`src/rtl/md5_pkg.sv`:
```
package md5_pkg;

  localparam int unsigned ByteW     = 8;
  localparam int unsigned WordW     = 32;
  localparam int unsigned LenW      = 61;
  localparam int unsigned BlkWords  = 16;
  localparam int unsigned Rounds    = 64;
  localparam int unsigned WidxW     = $clog2(BlkWords);
  localparam int unsigned RndW      = $clog2(Rounds);
  localparam int unsigned PosW      = WidxW + 2;

  localparam logic [RndW-1:0] LastRnd = RndW'(Rounds - 1);
  // first byte position of the length field in the last block
  localparam logic [PosW-1:0] LenFieldPos = PosW'(56);
  localparam logic [PosW-1:0] LastPos     = PosW'(63);
  localparam logic [ByteW-1:0] PadByte    = 8'h80;
  localparam logic [WidxW-1:0] LenLoWord  = WidxW'(14);
  localparam logic [WidxW-1:0] LenHiWord  = WidxW'(15);

  localparam logic [3:0][WordW-1:0] InitChain = {
    32'h10325476, 32'h98BADCFE, 32'hEFCDAB89, 32'h67452301
  };

  // round groups
  localparam logic [1:0] GrpF = 2'd0;
  localparam logic [1:0] GrpG = 2'd1;
  localparam logic [1:0] GrpH = 2'd2;
  localparam logic [1:0] GrpI = 2'd3;

  typedef enum logic [2:0] {
    ST_IDLE,
    ST_WAIT_DATA,
    ST_PAD_A,
    ST_WAIT_A,
    ST_PAD_B,
    ST_WAIT_B,
    ST_EMIT
  } md5_state_e;

  typedef enum logic [1:0] {
    CS_IDLE,
    CS_MIX,
    CS_ROT,
    CS_ADD
  } md5_cstate_e;

  typedef struct packed {
    logic start;
    logic init;
  } md5_cmp_ctrl_t;

  typedef struct packed {
    logic busy;
    logic done;
  } md5_cmp_stat_t;

  function automatic logic [WordW-1:0] round_k(logic [RndW-1:0] r);
    logic [WordW-1:0] k;
    case (r)
      6'd0:  k = 32'hD76AA478;  6'd1:  k = 32'hE8C7B756;
      6'd2:  k = 32'h242070DB;  6'd3:  k = 32'hC1BDCEEE;
      6'd4:  k = 32'hF57C0FAF;  6'd5:  k = 32'h4787C62A;
      6'd6:  k = 32'hA8304613;  6'd7:  k = 32'hFD469501;
      6'd8:  k = 32'h698098D8;  6'd9:  k = 32'h8B44F7AF;
      6'd10: k = 32'hFFFF5BB1;  6'd11: k = 32'h895CD7BE;
      6'd12: k = 32'h6B901122;  6'd13: k = 32'hFD987193;
      6'd14: k = 32'hA679438E;  6'd15: k = 32'h49B40821;
      6'd16: k = 32'hF61E2562;  6'd17: k = 32'hC040B340;
      6'd18: k = 32'h265E5A51;  6'd19: k = 32'hE9B6C7AA;
      6'd20: k = 32'hD62F105D;  6'd21: k = 32'h02441453;
      6'd22: k = 32'hD8A1E681;  6'd23: k = 32'hE7D3FBC8;
      6'd24: k = 32'h21E1CDE6;  6'd25: k = 32'hC33707D6;
      6'd26: k = 32'hF4D50D87;  6'd27: k = 32'h455A14ED;
      6'd28: k = 32'hA9E3E905;  6'd29: k = 32'hFCEFA3F8;
      6'd30: k = 32'h676F02D9;  6'd31: k = 32'h8D2A4C8A;
      6'd32: k = 32'hFFFA3942;  6'd33: k = 32'h8771F681;
      6'd34: k = 32'h6D9D6122;  6'd35: k = 32'hFDE5380C;
      6'd36: k = 32'hA4BEEA44;  6'd37: k = 32'h4BDECFA9;
      6'd38: k = 32'hF6BB4B60;  6'd39: k = 32'hBEBFBC70;
      6'd40: k = 32'h289B7EC6;  6'd41: k = 32'hEAA127FA;
      6'd42: k = 32'hD4EF3085;  6'd43: k = 32'h04881D05;
      6'd44: k = 32'hD9D4D039;  6'd45: k = 32'hE6DB99E5;
      6'd46: k = 32'h1FA27CF8;  6'd47: k = 32'hC4AC5665;
      6'd48: k = 32'hF4292244;  6'd49: k = 32'h432AFF97;
      6'd50: k = 32'hAB9423A7;  6'd51: k = 32'hFC93A039;
      6'd52: k = 32'h655B59C3;  6'd53: k = 32'h8F0CCC92;
      6'd54: k = 32'hFFEFF47D;  6'd55: k = 32'h85845DD1;
      6'd56: k = 32'h6FA87E4F;  6'd57: k = 32'hFE2CE6E0;
      6'd58: k = 32'hA3014314;  6'd59: k = 32'h4E0811A1;
      6'd60: k = 32'hF7537E82;  6'd61: k = 32'hBD3AF235;
      6'd62: k = 32'h2AD7D2BB;  6'd63: k = 32'hEB86D391;
      default: k = 32'hEB86D391;
    endcase
    return k;
  endfunction

  function automatic logic [4:0] round_shift(logic [RndW-1:0] r);
    logic [4:0] s;
    case ({r[5:4], r[1:0]})
      {GrpF, 2'd0}: s = 5'd7;
      {GrpF, 2'd1}: s = 5'd12;
      {GrpF, 2'd2}: s = 5'd17;
      {GrpF, 2'd3}: s = 5'd22;
      {GrpG, 2'd0}: s = 5'd5;
      {GrpG, 2'd1}: s = 5'd9;
      {GrpG, 2'd2}: s = 5'd14;
      {GrpG, 2'd3}: s = 5'd20;
      {GrpH, 2'd0}: s = 5'd4;
      {GrpH, 2'd1}: s = 5'd11;
      {GrpH, 2'd2}: s = 5'd16;
      {GrpH, 2'd3}: s = 5'd23;
      {GrpI, 2'd0}: s = 5'd6;
      {GrpI, 2'd1}: s = 5'd10;
      {GrpI, 2'd2}: s = 5'd15;
      {GrpI, 2'd3}: s = 5'd21;
      default:      s = 5'd7;
    endcase
    return s;
  endfunction

  // message word used by a round, all arithmetic mod 16
  function automatic logic [WidxW-1:0] msg_index(logic [RndW-1:0] r);
    logic [WidxW-1:0] r4;
    logic [WidxW-1:0] idx;
    r4 = r[WidxW-1:0];
    case (r[5:4])
      GrpF:    idx = r4;
      GrpG:    idx = WidxW'(r4 * WidxW'(5) + WidxW'(1));
      GrpH:    idx = WidxW'(r4 * WidxW'(3) + WidxW'(5));
      GrpI:    idx = WidxW'(r4 * WidxW'(7));
      default: idx = r4;
    endcase
    return idx;
  endfunction

  // keep bytes before pos, pad byte at pos, zeros after
  function automatic logic [WordW-1:0] pad_word(logic [WordW-1:0] w,
                                                logic [WidxW-1:0] widx,
                                                logic [PosW-1:0] pos);
    logic [WordW-1:0] res;
    logic [PosW-1:0]  p;
    res = '0;
    for (int j = 0; j < 4; j++) begin
      p = {widx, 2'(j)};
      if (p < pos) begin
        res[8*j +: 8] = w[8*j +: 8];
      end else if (p == pos) begin
        res[8*j +: 8] = PadByte;
      end
    end
    return res;
  endfunction

endpackage

```
`src/rtl/md5_if.sv`:
```
interface md5_in_if;
  logic                      valid;
  logic                      ready;
  logic [md5_pkg::ByteW-1:0] data_byte;
  logic                      byte_present;
  logic                      end_of_message;

  modport source (output valid, data_byte, byte_present, end_of_message, input ready);
  modport sink   (input valid, data_byte, byte_present, end_of_message, output ready);
endinterface

interface md5_out_if;
  logic                      valid;
  logic                      ready;
  logic [md5_pkg::WordW-1:0] digest_word0;
  logic [md5_pkg::WordW-1:0] digest_word1;
  logic [md5_pkg::WordW-1:0] digest_word2;
  logic [md5_pkg::WordW-1:0] digest_word3;

  modport source (output valid, digest_word0, digest_word1, digest_word2, digest_word3,
                  input ready);
  modport sink   (input valid, digest_word0, digest_word1, digest_word2, digest_word3,
                  output ready);
endinterface

```
`src/rtl/md5_message_digest_unit.sv`:
```
// md5 over a byte stream, one request per byte (optionally marking end of message)
// a byte that does not fill a block does not stall; the 64th byte of a block holds
// ready low for the compression (a mix and a rotate step per round on the shared round
// adder, the chain add, the done flag); end of message adds one or two compressions
// before the digest reaches the output register; a digest waiting there does not stall
// input until the next one is done; async active-low reset restores the md5 initial state
module md5_message_digest_unit (
  input  logic       clk_i,
  input  logic       rst_ni,
  md5_in_if.sink     in_i,
  md5_out_if.source  out_o
);

  md5_pkg::md5_state_e              state_q, state_d;
  logic [md5_pkg::LenW-1:0]         len_q, len_d;
  logic                             fin_q, fin_d;
  logic                             two_q, two_d;
  logic                             out_valid_q, out_valid_d;
  logic [3:0][md5_pkg::WordW-1:0]   dig_q;
  logic [md5_pkg::WordW-1:0]        blk_q [md5_pkg::BlkWords];

  md5_pkg::md5_cmp_ctrl_t           cmp_ctrl;
  md5_pkg::md5_cmp_stat_t           cmp_st;
  logic [md5_pkg::WidxW-1:0]        word_idx;
  logic [3:0][md5_pkg::WordW-1:0]   chain;

  logic                             in_acc;
  logic                             byte_we;
  logic                             pad_we;
  logic                             pad_zero;
  logic                             len_we;
  logic                             emit_load;
  logic [md5_pkg::PosW-1:0]         pos;
  logic [2*md5_pkg::WordW-1:0]      bit_len;

  md5_compress u_compress (
    .clk_i      (clk_i),
    .rst_ni     (rst_ni),
    .ctrl_i     (cmp_ctrl),
    .stat_o     (cmp_st),
    .word_idx_o (word_idx),
    .word_i     (blk_q[word_idx]),
    .chain_o    (chain)
  );

  assign in_acc  = in_i.valid && in_i.ready;
  assign pos     = len_q[md5_pkg::PosW-1:0];
  assign bit_len = {len_q, 3'b000};

  always_ff @(posedge clk_i or negedge rst_ni) begin
    if (!rst_ni) begin
      state_q     <= md5_pkg::ST_IDLE;
      len_q       <= '0;
      fin_q       <= 1'b0;
      two_q       <= 1'b0;
      out_valid_q <= 1'b0;
    end else begin
      state_q     <= state_d;
      len_q       <= len_d;
      fin_q       <= fin_d;
      two_q       <= two_d;
      out_valid_q <= out_valid_d;
    end
  end

  // block buffer, no reset: every byte lane is written before it is hashed
  always_ff @(posedge clk_i) begin
    if (byte_we) begin
      blk_q[pos[md5_pkg::PosW-1:2]][{pos[1:0], 3'b000} +: 8] <= in_i.data_byte;
    end
    if (pad_we) begin
      for (int w = 0; w < md5_pkg::BlkWords; w++) begin
        if (len_we && md5_pkg::WidxW'(w) == md5_pkg::LenLoWord) begin
          blk_q[w] <= bit_len[md5_pkg::WordW-1:0];
        end else if (len_we && md5_pkg::WidxW'(w) == md5_pkg::LenHiWord) begin
          blk_q[w] <= bit_len[2*md5_pkg::WordW-1:md5_pkg::WordW];
        end else begin
          blk_q[w] <= pad_zero ? '0
                               : md5_pkg::pad_word(blk_q[w], md5_pkg::WidxW'(w), pos);
        end
      end
    end
  end

  always_ff @(posedge clk_i) begin
    if (emit_load) begin
      dig_q <= chain;
    end
  end

  always_comb begin
    state_d        = state_q;
    len_d          = len_q;
    fin_d          = fin_q;
    two_d          = two_q;
    out_valid_d    = out_valid_q && !out_o.ready;
    cmp_ctrl.start = 1'b0;
    cmp_ctrl.init  = 1'b0;
    byte_we        = 1'b0;
    pad_we         = 1'b0;
    pad_zero       = 1'b0;
    len_we         = 1'b0;
    emit_load      = 1'b0;
    case (state_q)
      md5_pkg::ST_IDLE: begin
        if (in_acc) begin
          if (in_i.byte_present) begin
            byte_we = 1'b1;
            len_d   = len_q + 1'b1;
            if (pos == md5_pkg::LastPos) begin
              cmp_ctrl.start = 1'b1;
              fin_d          = in_i.end_of_message;
              state_d        = md5_pkg::ST_WAIT_DATA;
            end else if (in_i.end_of_message) begin
              state_d = md5_pkg::ST_PAD_A;
            end
          end else if (in_i.end_of_message) begin
            state_d = md5_pkg::ST_PAD_A;
          end
        end
      end
      md5_pkg::ST_WAIT_DATA: begin
        if (cmp_st.done) begin
          state_d = fin_q ? md5_pkg::ST_PAD_A : md5_pkg::ST_IDLE;
        end
      end
      md5_pkg::ST_PAD_A: begin
        // length fits behind the pad byte only if the pad lands before byte 56
        pad_we         = 1'b1;
        len_we         = (pos < md5_pkg::LenFieldPos);
        two_d          = !(pos < md5_pkg::LenFieldPos);
        cmp_ctrl.start = 1'b1;
        state_d        = md5_pkg::ST_WAIT_A;
      end
      md5_pkg::ST_WAIT_A: begin
        if (cmp_st.done) begin
          state_d = two_q ? md5_pkg::ST_PAD_B : md5_pkg::ST_EMIT;
        end
      end
      md5_pkg::ST_PAD_B: begin
        pad_we         = 1'b1;
        pad_zero       = 1'b1;
        len_we         = 1'b1;
        cmp_ctrl.start = 1'b1;
        state_d        = md5_pkg::ST_WAIT_B;
      end
      md5_pkg::ST_WAIT_B: begin
        if (cmp_st.done) begin
          state_d = md5_pkg::ST_EMIT;
        end
      end
      md5_pkg::ST_EMIT: begin
        if (!out_valid_q || out_o.ready) begin
          emit_load     = 1'b1;
          out_valid_d   = 1'b1;
          cmp_ctrl.init = 1'b1;
          len_d         = '0;
          fin_d         = 1'b0;
          state_d       = md5_pkg::ST_IDLE;
        end
      end
      default: state_d = md5_pkg::ST_IDLE;
    endcase
  end

  assign in_i.ready         = (state_q == md5_pkg::ST_IDLE);
  assign out_o.valid        = out_valid_q;
  assign out_o.digest_word0 = dig_q[0];
  assign out_o.digest_word1 = dig_q[1];
  assign out_o.digest_word2 = dig_q[2];
  assign out_o.digest_word3 = dig_q[3];

  assert property (@(posedge clk_i) disable iff (!rst_ni)
    in_i.ready |-> !cmp_st.busy)
    else $error("input taken while compression runs");

  assert property (@(posedge clk_i) disable iff (!rst_ni)
    cmp_st.done |-> (state_q == md5_pkg::ST_WAIT_DATA || state_q == md5_pkg::ST_WAIT_A
                     || state_q == md5_pkg::ST_WAIT_B))
    else $error("compression done outside a wait state");

  assert property (@(posedge clk_i) disable iff (!rst_ni)
    emit_load |=> len_q == '0 && out_valid_q)
    else $error("digest emit did not restart the message");

  assert property (@(posedge clk_i) disable iff (!rst_ni)
    (state_q == md5_pkg::ST_PAD_B) |-> two_q && !cmp_st.busy)
    else $error("second pad block without overflow");

endmodule

```
`src/rtl/md5_round.sv`:
```
module md5_round (
  input  logic [md5_pkg::RndW-1:0]  rnd_i,
  input  logic [md5_pkg::WordW-1:0] a_i,
  input  logic [md5_pkg::WordW-1:0] b_i,
  input  logic [md5_pkg::WordW-1:0] c_i,
  input  logic [md5_pkg::WordW-1:0] d_i,
  input  logic [md5_pkg::WordW-1:0] m_i,
  input  logic [md5_pkg::WordW-1:0] sum_i,
  output logic [md5_pkg::WordW-1:0] mix_o,
  output logic [md5_pkg::WordW-1:0] nb_o
);

  logic [md5_pkg::WordW-1:0]   f;
  logic [2*md5_pkg::WordW-1:0] rot_wide;

  always_comb begin
    case (rnd_i[5:4])
      md5_pkg::GrpF: f = (b_i & c_i) | (~b_i & d_i);
      md5_pkg::GrpG: f = (b_i & d_i) | (c_i & ~d_i);
      md5_pkg::GrpH: f = b_i ^ c_i ^ d_i;
      md5_pkg::GrpI: f = c_i ^ (b_i | ~d_i);
      default:       f = b_i ^ c_i ^ d_i;
    endcase
  end

  // first half of a round
  assign mix_o = a_i + f + md5_pkg::round_k(rnd_i) + m_i;

  // second half: rotate the registered sum and add b
  assign rot_wide = {sum_i, sum_i} << md5_pkg::round_shift(rnd_i);
  assign nb_o     = b_i + rot_wide[2*md5_pkg::WordW-1:md5_pkg::WordW];

endmodule

```
`src/rtl/md5_compress.sv`:
```
module md5_compress (
  input  logic                                clk_i,
  input  logic                                rst_ni,
  input  md5_pkg::md5_cmp_ctrl_t              ctrl_i,
  output md5_pkg::md5_cmp_stat_t              stat_o,
  output logic [md5_pkg::WidxW-1:0]           word_idx_o,
  input  logic [md5_pkg::WordW-1:0]           word_i,
  output logic [3:0][md5_pkg::WordW-1:0]      chain_o
);

  md5_pkg::md5_cstate_e             cst_q, cst_d;
  logic [md5_pkg::RndW-1:0]         rnd_q, rnd_d;
  logic                             done_q, done_d;
  logic [3:0][md5_pkg::WordW-1:0]   chain_q, chain_d;
  logic [md5_pkg::WordW-1:0]        a_q, a_d, b_q, b_d, c_q, c_d, d_q, d_d;
  logic [md5_pkg::WordW-1:0]        sum_q, sum_d;
  logic [md5_pkg::WordW-1:0]        mix, nb;

  md5_round u_round (
    .rnd_i (rnd_q),
    .a_i   (a_q),
    .b_i   (b_q),
    .c_i   (c_q),
    .d_i   (d_q),
    .m_i   (word_i),
    .sum_i (sum_q),
    .mix_o (mix),
    .nb_o  (nb)
  );

  always_ff @(posedge clk_i or negedge rst_ni) begin
    if (!rst_ni) begin
      cst_q   <= md5_pkg::CS_IDLE;
      rnd_q   <= '0;
      done_q  <= 1'b0;
      chain_q <= md5_pkg::InitChain;
    end else begin
      cst_q   <= cst_d;
      rnd_q   <= rnd_d;
      done_q  <= done_d;
      chain_q <= chain_d;
    end
  end

  always_ff @(posedge clk_i) begin
    a_q   <= a_d;
    b_q   <= b_d;
    c_q   <= c_d;
    d_q   <= d_d;
    sum_q <= sum_d;
  end

  always_comb begin
    cst_d   = cst_q;
    rnd_d   = rnd_q;
    done_d  = 1'b0;
    chain_d = chain_q;
    a_d     = a_q;
    b_d     = b_q;
    c_d     = c_q;
    d_d     = d_q;
    sum_d   = sum_q;
    case (cst_q)
      md5_pkg::CS_IDLE: begin
        if (ctrl_i.init) begin
          chain_d = md5_pkg::InitChain;
        end
        if (ctrl_i.start) begin
          a_d   = chain_q[0];
          b_d   = chain_q[1];
          c_d   = chain_q[2];
          d_d   = chain_q[3];
          rnd_d = '0;
          cst_d = md5_pkg::CS_MIX;
        end
      end
      md5_pkg::CS_MIX: begin
        sum_d = mix;
        cst_d = md5_pkg::CS_ROT;
      end
      md5_pkg::CS_ROT: begin
        a_d = d_q;
        d_d = c_q;
        c_d = b_q;
        b_d = nb;
        if (rnd_q == md5_pkg::LastRnd) begin
          cst_d = md5_pkg::CS_ADD;
        end else begin
          rnd_d = rnd_q + 1'b1;
          cst_d = md5_pkg::CS_MIX;
        end
      end
      md5_pkg::CS_ADD: begin
        chain_d[0] = chain_q[0] + a_q;
        chain_d[1] = chain_q[1] + b_q;
        chain_d[2] = chain_q[2] + c_q;
        chain_d[3] = chain_q[3] + d_q;
        done_d     = 1'b1;
        cst_d      = md5_pkg::CS_IDLE;
      end
      default: cst_d = md5_pkg::CS_IDLE;
    endcase
  end

  assign word_idx_o  = md5_pkg::msg_index(rnd_q);
  assign chain_o     = chain_q;
  assign stat_o.busy = (cst_q != md5_pkg::CS_IDLE);
  assign stat_o.done = done_q;

  assert property (@(posedge clk_i) disable iff (!rst_ni)
    (cst_q == md5_pkg::CS_ADD) |=> done_q && cst_q == md5_pkg::CS_IDLE)
    else $error("chain add not followed by done");

  assert property (@(posedge clk_i) disable iff (!rst_ni)
    (cst_q == md5_pkg::CS_ADD) |-> rnd_q == md5_pkg::LastRnd)
    else $error("compression finished early");

  assert property (@(posedge clk_i) disable iff (!rst_ni)
    (cst_q == md5_pkg::CS_MIX) |=> cst_q == md5_pkg::CS_ROT && $stable(rnd_q))
    else $error("round halves out of step");

endmodule

```
`src/flat_wrapper.sv`:
```
// flat-port wrapper written by rule: the top's interface ports become plain ports
module md5_message_digest_unit_flat 
  (clk_i, rst_ni, in_i_valid, in_i_data_byte, in_i_byte_present, in_i_end_of_message, in_i_ready, out_o_valid, out_o_digest_word0, out_o_digest_word1, out_o_digest_word2, out_o_digest_word3, out_o_ready);
  md5_in_if in_i_i ();
  md5_out_if out_o_i ();
  input  logic clk_i;
  input  logic rst_ni;
  input wire logic [$bits(in_i_i.valid)-1:0] in_i_valid;
  input wire logic [$bits(in_i_i.data_byte)-1:0] in_i_data_byte;
  input wire logic [$bits(in_i_i.byte_present)-1:0] in_i_byte_present;
  input wire logic [$bits(in_i_i.end_of_message)-1:0] in_i_end_of_message;
  output wire logic [$bits(in_i_i.ready)-1:0] in_i_ready;
  output wire logic [$bits(out_o_i.valid)-1:0] out_o_valid;
  output wire logic [$bits(out_o_i.digest_word0)-1:0] out_o_digest_word0;
  output wire logic [$bits(out_o_i.digest_word1)-1:0] out_o_digest_word1;
  output wire logic [$bits(out_o_i.digest_word2)-1:0] out_o_digest_word2;
  output wire logic [$bits(out_o_i.digest_word3)-1:0] out_o_digest_word3;
  input wire logic [$bits(out_o_i.ready)-1:0] out_o_ready;
  assign in_i_i.valid = in_i_valid;
  assign in_i_i.data_byte = in_i_data_byte;
  assign in_i_i.byte_present = in_i_byte_present;
  assign in_i_i.end_of_message = in_i_end_of_message;
  assign in_i_ready = in_i_i.ready;
  assign out_o_valid = out_o_i.valid;
  assign out_o_digest_word0 = out_o_i.digest_word0;
  assign out_o_digest_word1 = out_o_i.digest_word1;
  assign out_o_digest_word2 = out_o_i.digest_word2;
  assign out_o_digest_word3 = out_o_i.digest_word3;
  assign out_o_i.ready = out_o_ready;
  md5_message_digest_unit u_core (.clk_i(clk_i), .rst_ni(rst_ni), .in_i(in_i_i), .out_o(out_o_i));
endmodule
```
`config.mk`:
```
export PLATFORM = sky130hd
export DESIGN_NAME = md5_message_digest_unit_flat
export DESIGN_NICKNAME = d
export VERILOG_FILES = /design/src/rtl/md5_pkg.sv /design/src/rtl/md5_if.sv /design/src/rtl/md5_message_digest_unit.sv /design/src/rtl/md5_round.sv /design/src/rtl/md5_compress.sv /design/src/flat_wrapper.sv
export SDC_FILE = /design/constraint.sdc
export NUM_CORES = 2
export LEC_CHECK = 0
export BUFFER_PORTS_ARGS = -buffer_cell sky130_fd_sc_hd__buf_2
export CAP_MARGIN = 20
export CORE_MARGIN = 3
export CORE_UTILIZATION = 63
export DETAILED_ROUTE_END_ITERATION = 10
export MAX_ROUTING_LAYER = met4
export PLACE_DENSITY = 0.85
export REMOVE_ABC_BUFFERS = 1
export SLEW_MARGIN = 0
export SYNTH_ARGS = -nofsm -noshare
export SYNTH_HDL_FRONTEND = slang
export SYNTH_SLANG_ARGS = --single-unit
```
`constraint.sdc`:
```
create_clock -name clk_i -period 8.6 [get_ports clk_i]
set_clock_uncertainty 0.15 [all_clocks]
set_input_delay 0.43 -clock clk_i [delete_from_list [all_inputs] [get_ports clk_i]]
set_output_delay 0.43 -clock clk_i [all_outputs]
set_load 0.03 [all_outputs]
```
==> run summary <==
Status = finished, final reports clean
Pre-antenna DRT Iters = 9
Die area = 98900 µm²
Top cells by area, synth = edfxtp_1, dfxtp_1, nor2_1, a21oi_1, dfrtp_1
CP Class = register to register
F_max = 130 MHz
Placed Cells = 7724
Final setup fails = 0
CP Max Fanout = 15
Crit path time final = 7.70 ns
Clock buffer depth = 3
Seq cells post-synth = 1004
Row count = 112
Register-to-register setup slack = 0.90 ns
Critical Path Source = u_core.u_compress.rnd_q[0]
Syn-to-layout area delta = 8.93%
Fin. Hold Viols = 0
Starting Density = 63.8%
Synth async-reset ratio = 20.3%
Most instantiated library cell after synthesis = nor2_1
Largest net degree at the start of global routing = 154
Capture point of the worst path = u_core.u_compress.sum_q[27]
Post-synth cell types = 92
WL final = 199 mm
Fraction of layout cells with a size suffix above 1 = 11.8%
Non-Filler Instances = 7933
Ys Warns = 0
Vias in the first global route = 50782
Slowest cell on the critical path = dfrtp_1
Post-Syn Area per Cell = 9.06 µm²
Register Area = 25300 µm²
Detail Route Antenna Nets = 0
Gate Count Post-Synth = 6613
Initial antenna violation count = 1
H-tree Lvls = 3
Fin nets = 6893
Worst hold-check path type = primary input to register
Via Count = 52901
Max incr delay on CP = 0.69 ns
# Max-Cap Violations = 0
TritonCTS Buffers = 104
Total gr overflow = 0
DRC = 0
Root Buffer = clkbuf_16
Clock-pin slew on the worst setup and hold paths = 0.06 ns
Part of the Yosys area used for sequential elements = 42.1%
Top cell type's share of synthesized area = 20.3%
Global-route usage over all layers = 40.7%
Largest register FFs = 512
CTS tree = yes
Hold slack final = 0.128 ns
Setup total negative slack = 0 ns
Core ar. = 93900 µm²
I/O pin count = 144
Fillers = 7015
Post-Syn Area = 59900 µm²
Capturing element type of the critical path = register
CP startpoint kind = register
Iter 0 DRT Violations = 6969
Vias per inst = 6.67
CP Cell Sequence = inv_1 > ha_1 > inv_1 > mux2i_1 > a21oi_4 > buf_4 > mux4_2 > mux2_2 > o21ai_1 > fa_1 > inv_1 > fa_1 > a21o_1 > a221oi_1 > or3_1 > a31oi_1 > a211o_1 > a31oi_1 > nor2_1 > a21o_1 > a211oi_1 > nor2_1
Number of synthesized flops with an enable pin = 405
Critical R2R Launch = u_core.u_compress.rnd_q[0]
Kind of cell adding the most delay to the critical path = compound AO/OA/AOI/OAI gates
Dpl hpwl = 140 mm
Max-slew headroom at the worst pin = 17.6%
Dominant synthesized flop cell = edfxtp_1
Final core utilization = 69.5%
Most flop-heavy register = u_core.blk_q
Input/output buffers = 143
Worst EP arrival = 8.02 ns
First-pass GRT wire length = 301 mm
Worst R2R Path Depth = 22
Synth area leader = edfxtp_1
Worst endpoint required time = 8.92 ns
RSZ-0062 raised after global routing = false
Tcrit/Tclk final = 89.6%
Worst-Skew Late Latency = 0.73 ns
Max-slew violations = 0
Critical path buffer and inverter count = 4
Critical path depth = 22
Reg2Reg Capture Point = u_core.u_compress.sum_q[27]
Critical Path Most Common Cell = inv_1
Routability Congestion = 1.07
Most frequent cells after synthesis = nor2_1, a21oi_1, nand2_1
Cts repair resizes = 0
Die Height = 314 µm
Die Width = 314 µm
# clock sinks = 1004
Routed len/inst = 25.1 µm
Multi-input gate area = 32700 µm²
Worst Max-Slew Pin Slew = 1.23 ns
[per-stage QoR]
step	worst slack (ns)	instance area, µm²
after global routing	0.644	65300
after global placement	1.15	61600
after floorplan	-11.39	58500
final	0.898	65300
after CTS	1.05	65200
after detailed placement	1.05	61600
[worst register-to-register path, cell delays in order (launching register included)]
cell,delay (ns)
dfrtp_1,0.69
inv_1,0.31
ha_1,0.53
inv_1,0.47
mux2i_1,0.21
a21oi_4,0.52
buf_4,0.39
mux4_2,0.35
mux2_2,0.28
o21ai_1,0.34
fa_1,0.25
inv_1,0.08
fa_1,0.46
a21o_1,0.19
a221oi_1,0.52
or3_1,0.23
a31oi_1,0.10
a211o_1,0.34
a31oi_1,0.37
nor2_1,0.14
a21o_1,0.21
a211oi_1,0.28
nor2_1,0.07
[worst min path at each step]
| stage | from | to | slack (ns) | cells past startpoint |
|---|---|---|---|---|
| 3_3_place_gp | u_core.blk_q[4][24] | u_core.blk_q[4][24] | 0.31 | 2 |
| 4_1_cts | in_i_data_byte[7] | u_core.blk_q[0][15] | 0.08 | 3 |
| 2_1_floorplan | rst_ni | u_core.fin_q | -0.02 | 0 |
| 3_5_place_dp | u_core.blk_q[12][22] | u_core.blk_q[12][22] | 0.32 | 2 |
| 6_report | in_i_data_byte[7] | u_core.blk_q[0][15] | 0.13 | 3 |
| 5_1_grt | in_i_data_byte[7] | u_core.blk_q[0][15] | 0.11 | 3 |
[per-layer routing]
layer / wire length, µm / part of all wire (%) / global-route usage (%)
met2: 92300 / 46 / 64.5
met4: 14300 / 7.2 / 24.0
met1: 72200 / 36 / 49.2
met5: 0 / 0 / -
met3: 20100 / 10 / 7.06
[cells by family after synthesis]
group	Yosys count	share of synthesized area [%]
XOR/XNOR	258	3.77
multiplexers	425	10.4
buffers and inverters	540	3.47
AND/OR/NAND/NOR	2410	17.0
flip-flops	1004	42.1
adder cells (fa/ha/maj)	292	6.96
AO/OA/AOI/OAI	1684	16.3
[layout by cell type (no fill, tap or decap), types with 17 or more instances in the layout]
cell type and instances:
nor2_1 1233, a21oi_1 793, nand2_1 624, edfxtp_1 405, dfxtp_1 395, o21ai_0 323
ha_1 222, inv_1 166, mux2i_1 150, xor2_1 148, buf_2 143, mux4_2 142
dfrtp_1 136, mux2_2 131, nand3_1 129, nor3_1 114, xnor2_1 108, clkbuf_16 105
a21o_1 90, nand2b_1 85, buf_4 79, fa_1 69, a31oi_1 67, o21ai_1 66
dfstp_2 64, a211oi_1 60, and3_1 42, nor2b_1 40, nand4_1 34, o31ai_1 32
a22oi_1 27, or3_1 24, o21a_1 24, and2_1 23, o21bai_1 23, o22ai_1 19
clkbuf_8 18, clkbuf_1 17
[area by class of cell]
cell class / count / area share (%)
multi-input combinational: 5069 / 50.1
sequential: 1004 / 38.7
clock buffer: 140 / 4.50
tap: 1254 / 2.40
timing repair buffer: 237 / 2.38
inverter: 172 / 1.00
clock inverter: 56 / 0.870
antenna: 1 / 0.00383
[timing repair]
item | CTS | global route
hold buffers | 6 | 0
hold endpoints to repair | 68 | 0
setup buffers | 0 | 0
endpoints found under the setup margin | 0 | 0
Power is left out: the tool's default activity adds up to more than one toggle a clock period on the data nets, which glitch-free logic cannot reach.
